--- src/sv/tnmh_pkg.sv ---
// shared types and constants for the top-n min-heap keeper
package tnmh_pkg;

   localparam int unsigned KEEP_W = 6;
   localparam int unsigned RANK_W = 5;
   localparam int unsigned RESULT_LIMIT = 32;

   localparam logic [KEEP_W-1:0] KEEP_RESET = 6'd16;

   localparam logic OP_OFFER = 1'b0;
   localparam logic OP_DRAIN = 1'b1;

   typedef struct packed {
      logic signed [31:0] position;
      logic signed [31:0] amplitude;
   } entry_type;

   typedef struct packed {
      logic               op;
      logic signed [31:0] position;
      logic signed [31:0] amplitude;
   } req_type;

   typedef struct packed {
      logic signed [31:0] out_position;
      logic signed [31:0] out_amplitude;
      logic [RANK_W-1:0]  rank;
      logic               is_last;
   } rsp_type;

endpackage

--- src/sv/tnmh_ram.sv ---
// generic single-write, single-read ram with registered read data
module tnmh_ram #(
   parameter int unsigned WIDTH = 64,
   parameter int unsigned DEPTH = 32,
   localparam int unsigned AW = (DEPTH > 1) ? $clog2(DEPTH) : 1
) (
   input  logic             clock,
   input  logic             wr_en,
   input  logic [AW-1:0]    wr_addr,
   input  logic [WIDTH-1:0] wr_data,
   input  logic [AW-1:0]    rd_addr,
   output logic [WIDTH-1:0] rd_data
);

   logic [WIDTH-1:0] mem_ff [DEPTH];
   logic [WIDTH-1:0] rd_data_ff;

   always_ff @(posedge clock) begin
      if (wr_en) begin
         mem_ff[wr_addr] <= wr_data;
      end
      rd_data_ff <= mem_ff[rd_addr];
   end

   assign rd_data = rd_data_ff;

endmodule

--- src/sv/top_n_min_heap_keeper.sv ---
// top-n keeper: min-heap by amplitude held in one ram, sift walks over it
//
//  channel  ports                         transfer
//  request  start, busy, req_data         start high and busy low at a clock edge
//  result   rsp_strobe, rsp_data          every cycle rsp_strobe is high
//  config   csr_wr_en, csr_wr_data        every cycle csr_wr_en is high
//
// an insert reads one parent per level on sift-up, a replace two children per level on
// sift-down, all through the one read port of the heap ram
// a drain pops the root and sifts down until the heap is empty, busy held throughout
// synchronous reset empties the heap (occupancy zero) with no clearing pass
// results are never stalled: each one is shown for a single cycle
module top_n_min_heap_keeper
   import tnmh_pkg::*;
#(
   parameter int unsigned HEAP_DEPTH = 32
) (
   input  logic              clock,
   input  logic              reset,
   input  logic              start,
   output logic              busy,
   input  req_type           req_data,
   output logic              rsp_strobe,
   output rsp_type           rsp_data,
   input  logic              csr_wr_en,
   input  logic [KEEP_W-1:0] csr_wr_data
);

   localparam int unsigned IDX_W = (HEAP_DEPTH > 1) ? $clog2(HEAP_DEPTH) : 1;
   localparam int unsigned CAP_LIM = (HEAP_DEPTH < RESULT_LIMIT) ? HEAP_DEPTH : RESULT_LIMIT;
   localparam int unsigned CNT_W = $clog2(CAP_LIM + 1);

   typedef enum logic [3:0] {
      S_IDLE,
      S_ROOT_WAIT,
      S_UP_RD,
      S_UP_CMP,
      S_FIN,
      S_DN_RDL,
      S_DN_RDR,
      S_DN_CMP,
      S_DR_RD,
      S_DR_TOP,
      S_DR_LAST
   } state_type;

   state_type         state_ff;
   logic              drain_ff;
   entry_type         e_ff;
   entry_type         left_ff;
   logic              rvalid_ff;
   logic [IDX_W-1:0]  idx_ff;
   logic [CNT_W-1:0]  occ_ff;
   logic [CNT_W-1:0]  cnt_ff;
   logic [RANK_W-1:0] rank_ff;
   logic [KEEP_W-1:0] keep_ff;
   logic              rsp_strobe_ff;
   rsp_type           rsp_data_ff;

   logic              ram_we;
   logic [IDX_W-1:0]  ram_waddr;
   entry_type         ram_wdata;
   logic [IDX_W-1:0]  ram_raddr;
   logic [63:0]       ram_rdata;
   entry_type         rd_entry;

   logic [KEEP_W-1:0] cap;
   logic              has_room;
   logic [7:0]        l_ext;
   logic [7:0]        r_ext;
   logic              l_ok;
   logic              r_ok;
   logic [IDX_W-1:0]  parent_idx;
   logic [IDX_W-1:0]  last_idx;
   logic              pick_r;
   entry_type         child;
   logic [IDX_W-1:0]  child_idx;
   logic              up_move;
   logic              dn_move;

   tnmh_ram #(
      .WIDTH (64),
      .DEPTH (HEAP_DEPTH)
   ) u_heap_ram (
      .clock   (clock),
      .wr_en   (ram_we),
      .wr_addr (ram_waddr),
      .wr_data (ram_wdata),
      .rd_addr (ram_raddr),
      .rd_data (ram_rdata)
   );

   assign rd_entry = entry_type'(ram_rdata);

   always_comb begin
      if (keep_ff == '0) begin
         cap = KEEP_W'(1);
      end else if (7'(keep_ff) > 7'(CAP_LIM)) begin
         cap = KEEP_W'(CAP_LIM);
      end else begin
         cap = keep_ff;
      end
   end

   assign has_room   = 7'(occ_ff) < 7'(cap);
   assign l_ext      = 8'({idx_ff, 1'b1});
   assign r_ext      = l_ext + 8'd1;
   assign l_ok       = l_ext < 8'(cnt_ff);
   assign r_ok       = r_ext < 8'(cnt_ff);
   assign parent_idx = (idx_ff - IDX_W'(1)) >> 1;
   assign last_idx   = IDX_W'(occ_ff - CNT_W'(1));
   assign pick_r     = rvalid_ff && (rd_entry.amplitude < left_ff.amplitude);
   assign child      = pick_r ? rd_entry : left_ff;
   assign child_idx  = pick_r ? r_ext[IDX_W-1:0] : l_ext[IDX_W-1:0];
   assign up_move    = rd_entry.amplitude > e_ff.amplitude;
   assign dn_move    = child.amplitude < e_ff.amplitude;

   always_comb begin
      ram_we    = 1'b0;
      ram_waddr = idx_ff;
      ram_wdata = e_ff;
      ram_raddr = '0;
      case (state_ff)
         S_UP_RD: begin
            ram_raddr = parent_idx;
         end
         S_UP_CMP: begin
            ram_we = 1'b1;
            if (up_move) begin
               ram_wdata = rd_entry;
            end
         end
         S_FIN: begin
            ram_we = 1'b1;
         end
         S_DN_RDL: begin
            ram_raddr = l_ext[IDX_W-1:0];
            ram_we    = !l_ok;
         end
         S_DN_RDR: begin
            ram_raddr = r_ext[IDX_W-1:0];
         end
         S_DN_CMP: begin
            ram_we = 1'b1;
            if (dn_move) begin
               ram_wdata = child;
            end
         end
         S_DR_TOP: begin
            ram_raddr = last_idx;
         end
         default: begin
            ram_raddr = '0;
         end
      endcase
   end

   always_ff @(posedge clock) begin
      if (reset) begin
         state_ff      <= S_IDLE;
         drain_ff      <= 1'b0;
         occ_ff        <= '0;
         rank_ff       <= '0;
         keep_ff       <= KEEP_RESET;
         rsp_strobe_ff <= 1'b0;
      end else begin
         rsp_strobe_ff <= 1'b0;
         if (csr_wr_en) begin
            keep_ff <= csr_wr_data;
         end
         case (state_ff)
            S_IDLE: begin
               if (start) begin
                  e_ff <= '{position: req_data.position, amplitude: req_data.amplitude};
                  if (req_data.op == OP_DRAIN) begin
                     drain_ff <= 1'b1;
                     rank_ff  <= '0;
                     if (occ_ff != '0) begin
                        state_ff <= S_DR_TOP;
                     end
                  end else begin
                     drain_ff <= 1'b0;
                     if (has_room) begin
                        idx_ff <= IDX_W'(occ_ff);
                        occ_ff <= occ_ff + CNT_W'(1);
                        state_ff <= (occ_ff == '0) ? S_FIN : S_UP_RD;
                     end else begin
                        state_ff <= S_ROOT_WAIT;
                     end
                  end
               end
            end
            S_ROOT_WAIT: begin
               if (e_ff.amplitude > rd_entry.amplitude) begin
                  idx_ff   <= '0;
                  cnt_ff   <= occ_ff;
                  state_ff <= S_DN_RDL;
               end else begin
                  state_ff <= S_IDLE;
               end
            end
            S_UP_RD: begin
               state_ff <= S_UP_CMP;
            end
            S_UP_CMP: begin
               if (up_move) begin
                  idx_ff   <= parent_idx;
                  state_ff <= (parent_idx == '0) ? S_FIN : S_UP_RD;
               end else begin
                  state_ff <= S_IDLE;
               end
            end
            S_FIN: begin
               state_ff <= S_IDLE;
            end
            S_DN_RDL: begin
               if (l_ok) begin
                  state_ff <= S_DN_RDR;
               end else begin
                  state_ff <= drain_ff ? S_DR_RD : S_IDLE;
               end
            end
            S_DN_RDR: begin
               left_ff   <= rd_entry;
               rvalid_ff <= r_ok;
               state_ff  <= S_DN_CMP;
            end
            S_DN_CMP: begin
               if (dn_move) begin
                  idx_ff   <= child_idx;
                  state_ff <= S_DN_RDL;
               end else begin
                  state_ff <= drain_ff ? S_DR_RD : S_IDLE;
               end
            end
            S_DR_RD: begin
               state_ff <= S_DR_TOP;
            end
            S_DR_TOP: begin
               rsp_strobe_ff <= 1'b1;
               rsp_data_ff   <= '{out_position: rd_entry.position,
                                  out_amplitude: rd_entry.amplitude,
                                  rank: rank_ff,
                                  is_last: (occ_ff == CNT_W'(1))};
               rank_ff <= rank_ff + RANK_W'(1);
               if (occ_ff == CNT_W'(1)) begin
                  occ_ff   <= '0;
                  state_ff <= S_IDLE;
               end else begin
                  state_ff <= S_DR_LAST;
               end
            end
            S_DR_LAST: begin
               e_ff     <= rd_entry;
               occ_ff   <= occ_ff - CNT_W'(1);
               cnt_ff   <= occ_ff - CNT_W'(1);
               idx_ff   <= '0;
               state_ff <= S_DN_RDL;
            end
            default: begin
               state_ff <= S_IDLE;
            end
         endcase
      end
   end

   assign busy       = state_ff != S_IDLE;
   assign rsp_strobe = rsp_strobe_ff;
   assign rsp_data   = rsp_data_ff;

`ifndef SYNTHESIS
   a_occ_bound: assert property (@(posedge clock) disable iff (reset)
      7'(occ_ff) <= 7'(CAP_LIM))
      else $error("occupancy beyond capacity limit");

   a_last_empties: assert property (@(posedge clock) disable iff (reset)
      rsp_strobe && rsp_data.is_last |-> occ_ff == '0)
      else $error("last drain transfer with entries left");

   a_more_follow: assert property (@(posedge clock) disable iff (reset)
      rsp_strobe && !rsp_data.is_last |-> busy && occ_ff != '0)
      else $error("drain stopped before last transfer");

   a_occ_step: assert property (@(posedge clock) disable iff (reset)
      !$past(reset) |-> occ_ff == $past(occ_ff) || occ_ff == $past(occ_ff) + CNT_W'(1)
         || occ_ff == $past(occ_ff) - CNT_W'(1))
      else $error("occupancy moved by more than one");

   a_drain_only_out: assert property (@(posedge clock) disable iff (reset)
      rsp_strobe |-> $past(drain_ff))
      else $error("result outside a drain");
`endif

endmodule

--- config.mk ---
export PLATFORM = sky130hd
export DESIGN_NAME = top_n_min_heap_keeper
export DESIGN_NICKNAME = d
export VERILOG_FILES = /design/src/sv/tnmh_pkg.sv /design/src/sv/tnmh_ram.sv /design/src/sv/top_n_min_heap_keeper.sv
export SDC_FILE = /design/constraint.sdc
export NUM_CORES = 2
export LEC_CHECK = 0
export BUFFER_PORTS_ARGS = -buffer_cell sky130_fd_sc_hd__buf_4
export CAP_MARGIN = 0
export CORE_MARGIN = 3
export CORE_UTILIZATION = 25
export CTS_CLUSTER_SIZE = 16
export DETAILED_ROUTE_END_ITERATION = 10
export MAX_ROUTING_LAYER = met4
export SYNTH_ARGS = -nofsm -noshare
export SYNTH_HDL_FRONTEND = slang
export SYNTH_HIERARCHICAL = 1
export SYNTH_SLANG_ARGS = --single-unit
--- constraint.sdc ---
create_clock -name clock -period 6.3 [get_ports clock]
set_input_delay 0.945 -clock clock [delete_from_list [all_inputs] [get_ports clock]]
set_output_delay 0.945 -clock clock [all_outputs]
set_load 0.005 [all_outputs]
Word-level counts from Yosys, hierarchy flattened

Memories as Yosys holds them, arrays and structs flattened. A register that Yosys moved wholly into a read port is not among the register bits.
Cells that the tools add are included.

Register bits after elaboration: 233
Bits in latches: 0
RAM bits: 2,048
Memory bits (read-only): 0
Bits of input ports: 75
Output and inout port bits: 72
Logic and storage cells: 120
Memories: 1

$add $sub $neg: 5
$mul: 0
Divide/modulo/power cells: 0
Magnitude comparators: 8
Eq/ne operators: 20
Shift operators: 0
Muxes and demuxes: 45
Bitwise logic cells: 1
Reduce and logical (&&, ||, !) cells: 23

Memory list:

| name              | depth | bits a word | read ports | clocked after Yosys merged registers in | wr ports | line           | RTL |
|---|---|---|---|---|---|---|---|
| u_heap_ram.mem_ff | 32    | 64          | 1          | 1                                       | 1        | tnmh_ram.sv:15 | `logic [WIDTH-1:0] mem_ff [DEPTH];` |

Operators by type and width:

| kind                  | number |
|---|---|
| $mux W64              | 4 |
| $pmux W64 S2          | 2 |
| $gt A32 B32 Y1        | 2 |
| $lt A32 B32 Y1        | 2 |
| $mux W5               | 9 |
| $mux W6               | 7 |
| $pmux W4 S10          | 1 |
| $mux W4               | 7 |
| $pmux W5 S5           | 1 |
| $pmux W5 S4           | 1 |
| $pmux W6 S3           | 1 |
| $eq A4 B3 Y1 const B  | 4 |
| $ne A2 B2 Y1 const B  | 8 |
| $mux W3               | 5 |
| $eq A4 B4 Y1 const B  | 3 |
| $logic_not A6 Y1      | 2 |
| $lt A6 B6 Y1          | 2 |
| $pmux W6 S2           | 1 |
| $pmux W5 S2           | 1 |
| $reduce_and A3 Y1     | 3 |
| $eq A4 B2 Y1 const B  | 2 |
| $reduce_and A2 Y1     | 4 |
| $reduce_and A8 Y1     | 1 |
| $add A6 B1 Y7 const B | 1 |
| 23 further kinds      | 28 |

Logic depth before layout (Yosys ltp)

Word-level depth: 8
Gate-level depth with buffers: 26
Gate-level depth less buffers: 22

Modules after synthesis

The synthesis kept the hierarchy.

By module, submodules not included:

| module                | times used | cells an instance | area each (µm²) | sequential area each (µm²) |
|---|---|---|---|---|
| tnmh_ram              | 1          | 3,096             | 78,964.5        | 62,780.2 |
| top_n_min_heap_keeper | 1          | 1,263             | 13,331.5        | 6,766.5 |

Least setup slack after synthesis

No wires, ideal clock.

Kind: reg-to-reg
From: reg left_ff[7] in the netlist's numbering
To: mem u_heap_ram.mem_ff[0][34], data pin
Setup time: 0.487 ns
Arrival: 5.977 ns
Data required time: 5.813 ns
Setup slack: -0.165 ns
Stages on the path, launching flop included: 24
Buffers on the path: 3
Period minus slack after synthesis: 6.465 ns
Cells stage by stage: edfxtp_1 > inv_1 > ha_1 > and3_1 > a221oi_1 > o2bb2ai_1 > o31ai_1 > nand2_1 > xor2_1 > nand2_1 > buf_4 > buf_2 > nand2_1 > o21ai_0 > ha_1 > and4_1 > nand3_1 > or3_1 > nor4_1 > o21ai_2 > nand3_2 > a21oi_2 > buf_2 > a222oi_1

RTL lines:

| element                | line                         | RTL |
|---|---|---|
| start, declared        | top_n_min_heap_keeper.sv:50  | `entry_type left_ff;` |
| start signal, assigned | top_n_min_heap_keeper.sv:224 | `left_ff <= rd_entry;` |
| end, declared          | tnmh_ram.sv:15               |  |

==> flow_metrics.py <==
metrics = {
    "timing": {
        "setup_ws_ps": 189,
        "fmax_ghz": 0.164,
        "slew_violations": 0,
        "finalClockSkew_ps": 98.5,
        "fin_crit_sh_pct": 97.0,
        "worst_pin_slew_ps": 1320,
        "setup_viol": 0,
        "slew_headroom_pct": 11.8,
        "finalHoldViolations": 0,
        "min_period_ps": 6110,
    },
    "floorplan": {
        "fp.coreArea_um2": 367000,
        "start_util_pct": 25.2,
        "die_w_um": 614,
        "fp-row-count": 222,
        "die_area_um2": 377000,
        "die_y_um": 614,
        "pin_count": 147,
    },
    "layout": {
        "area_growth_pct": 18.1,
        "fill_cells": 35300,
        "layout.nets": 4962,
        "utilization_pct": 29.7,
        "drive_above_1_share_pct": 30.1,
    },
    "cts": {
        "clk_pin_slew_ps": 70,
        "numCtsBuffers": 229,
        "clock-root-buffer": "clkbuf_16",
        "cts_sinks": 2345,
        "h-tree-depth": 4,
        "clkLatencyLatePin_ps": 890,
        "cts_buffer_depth": 4,
        "cts_tree": "built",
    },
    "yosys": {
        "async_reset_ff_share_pct": 0,
        "syn_inst": 4359,
        "synth-simple-area-share_pct": 1.99,
        "synthMuxAreaShare_pct": 16.3,
        "synth_edf_count": 2258,
        "synth_compound_area_share_pct": 2.91,
        "synth_xor_area_share_pct": 0.209,
        "ys_warn_count": 6,
        "mappedNetlistArea_um2": 92300,
        "synthAdderAreaFrac_pct": 1.59,
        "synthesis.nets": 4551,
        "synth_top_family_by_area": "multiplexers",
        "yosysSeqAreaShare_pct": 75.4,
        "synth_ff_type": "edfxtp_1",
        "syn_avg_cell_area_um2": 21.2,
        "synth-seq-cells": 2345,
        "ys_types": 71,
    },
    "worst_setup_path": {
        "arrival_ps": 6670,
        "worst-path-buf-inv": 7,
        "crit_family": "compound AO/OA/AOI/OAI gates",
        "crit_top_cell": "buf_4",
        "start_kind": "register",
        "path_max_fanout": 29,
        "crit_required_ps": 6860,
        "cp-end-kind": "register",
        "critPathMaxStageDelay_ps": 620,
        "critPathLaunch": "left_ff[7]$_DFFE_PP_",
        "crit_type": "reg2reg",
        "slowest_stage": "a2111oi_1",
        "r2r_start": "left_ff[7]$_DFFE_PP_",
    },
    "global_routing": {
        "grt_usage_pct": 14.4,
        "grt_max_degree": 103,
        "grt_pass1_vias": 47400,
        "grt_overflow": 0,
        "antenna_found_initial": 10,
        "grt_pass1_wl_um": 375000,
    },
    "route": {
        "drt-total-wl_um": 270000,
        "routedWlPerCell_um": 27.7,
        "vias": 47400,
        "firstDrtPassIters": 5,
        "drc": 0,
        "ant_nets": 0,
        "viasPerCell": 4.84,
        "first_iter_violations": 5137,
    },
    "min_path": {
        "min-delay-path-class": "in2reg",
        "min_from": "csr_wr_data[4]",
    },
    "placed_design": {
        "dp_slack_ps": -314,
        "io_buffers": 146,
        "dpl.hpwl_um": 147000,
        "gp_congestion": 0.865,
    },
    "pwr": {
        "power.total_w": 0.0364,
        "peakVddDrop_mv": 0.278,
        "power.leakage_nw": 34.1,
        "p_per_area_nw_per_um2": 334,
    },
    "status": {
        "status": "completed",
    },
    "job": {
        "drv_cap": 0,
    },
}
==> layout by cell type (no fill, tap or decap), types with 75 or more instances in the layout <==
cell / netlist / layout
o21ai_0: 99 / 97
ha_1: 117 / 117
inv_1: 144 / 143
clkbuf_16: 0 / 232
mux2_2: 75 / 75
buf_4: 17 / 321
nand2_1: 170 / 168
mux4_2: 602 / 602
edfxtp_1: 2258 / 2258
dfxtp_1: 87 / 87
==> power by group <==
part / internal (W) / switching (W)
combinational: 0.00191 / 0.00269
clock: 0.00775 / 0.00587
sequential: 0.0178 / 0.000323
==> kinds of logic (layout without fill, tap and decap cells) <==
group           after synthesis  after routing
compound gates              384            384
xor+xnor                     22             22
fa+ha+maj                   117            117
buf+inv                     361            959
flops                      2345           2345
mux                         738            738
other cells                   0              7
simple gates                392            392
==> cell usage after synthesis, types with 9 or more instances <==
cell type,count,area share [%]
edfxtp_1,2258,73
mux4_2,602,15
nand2_1,170,0.69
inv_1,144,0.59
ha_1,117,1.6
o21ai_0,99,0.54
clkbuf_1,89,0.36
dfxtp_1,87,1.9
buf_2,82,0.44
nor2_1,80,0.33
mux2_2,75,0.92
a21oi_1,68,0.37
mux2i_1,61,0.66
a221o_1,33,0.36
a22o_1,32,0.30
buf_1,23,0.094
and2_1,22,0.15
a21o_1,21,0.17
and3_1,21,0.14
a221oi_1,17,0.16
buf_4,17,0.14
nand3_1,16,0.087
a222oi_1,15,0.16
nand4_1,15,0.10
o22ai_1,15,0.10
nor3_1,14,0.076
nor2b_1,13,0.088
xnor2_1,13,0.12
a211oi_1,12,0.098
a22oi_1,9,0.073
xor2_1,9,0.085
==> area by class of cell <==
cell class / instances / area (um2) / share of cell area (%)
sequential: 2345 / 69500 / 63.8
multi-input combinational: 1653 / 21700 / 19.9
clock buffer: 290 / 6100 / 5.60
antenna: 7 / 17.5 / 0.0161
clock inverter: 128 / 1260 / 1.16
timing repair buffer: 396 / 3840 / 3.52
inverter: 145 / 544 / 0.499
tap: 4816 / 6030 / 5.53
==> metrics by stage <==
step	hold slack [ps]	setup TNS, ps	std cells	area, um2
after floorplan	428	0	4359	92300
after global placement	443	-59400	9347	101000
after detailed placement	445	-131940	9347	101000
after CTS	245	0	9765	109000
after global routing	287	-63.5	9776	109000
final	316	0	9780	109000
==> state kept, by name, summed over array words and instances (netlist names), 5 cells and up <==
name and cells:
u_heap_ram/mem_ff 2048, rsp_data 70, rank_ff 5, cnt_ff 6, e_ff 64, occ_ff 6
idx_ff 5, left_ff 64, u_heap_ram/rd_data 64, keep_ff 6
==> layer usage <==
layer	GRT usage, %	vias up	share of wire (%)
met1	17.3	25800	38
li1	-	19000	-
met5	-	-	0
met2	24.5	2037	51
met4	5.65	0	4.5
met3	2.05	514	6.9
==> final timing paths <==
check | cells past startpoint | endpoint | slack (ps)
setup / recovery | 27 | u_heap_ram/mem_ff[20][46]$_DFFE_PP_ | 190
hold / removal | 2 | keep_ff[4]$_SDFFE_PP1P_ | 320
setup reg to reg | 27 | u_heap_ram/mem_ff[20][46]$_DFFE_PP_ | 190
hold reg to reg | 0 | rsp_data[5]$_DFFE_PP_ | 460
==> timing repair <==
item | 4_1_cts | 5_1_grt
resized for setup | 13 | 12
hold buffers | 0 | 0
cloned | 0 | 2
buffers inserted | 0 | 6
setup endpoints to repair | 1249 | 1941
pin swaps | 0 | 4
No activity file was read; power rests on OpenSTA's default activity.
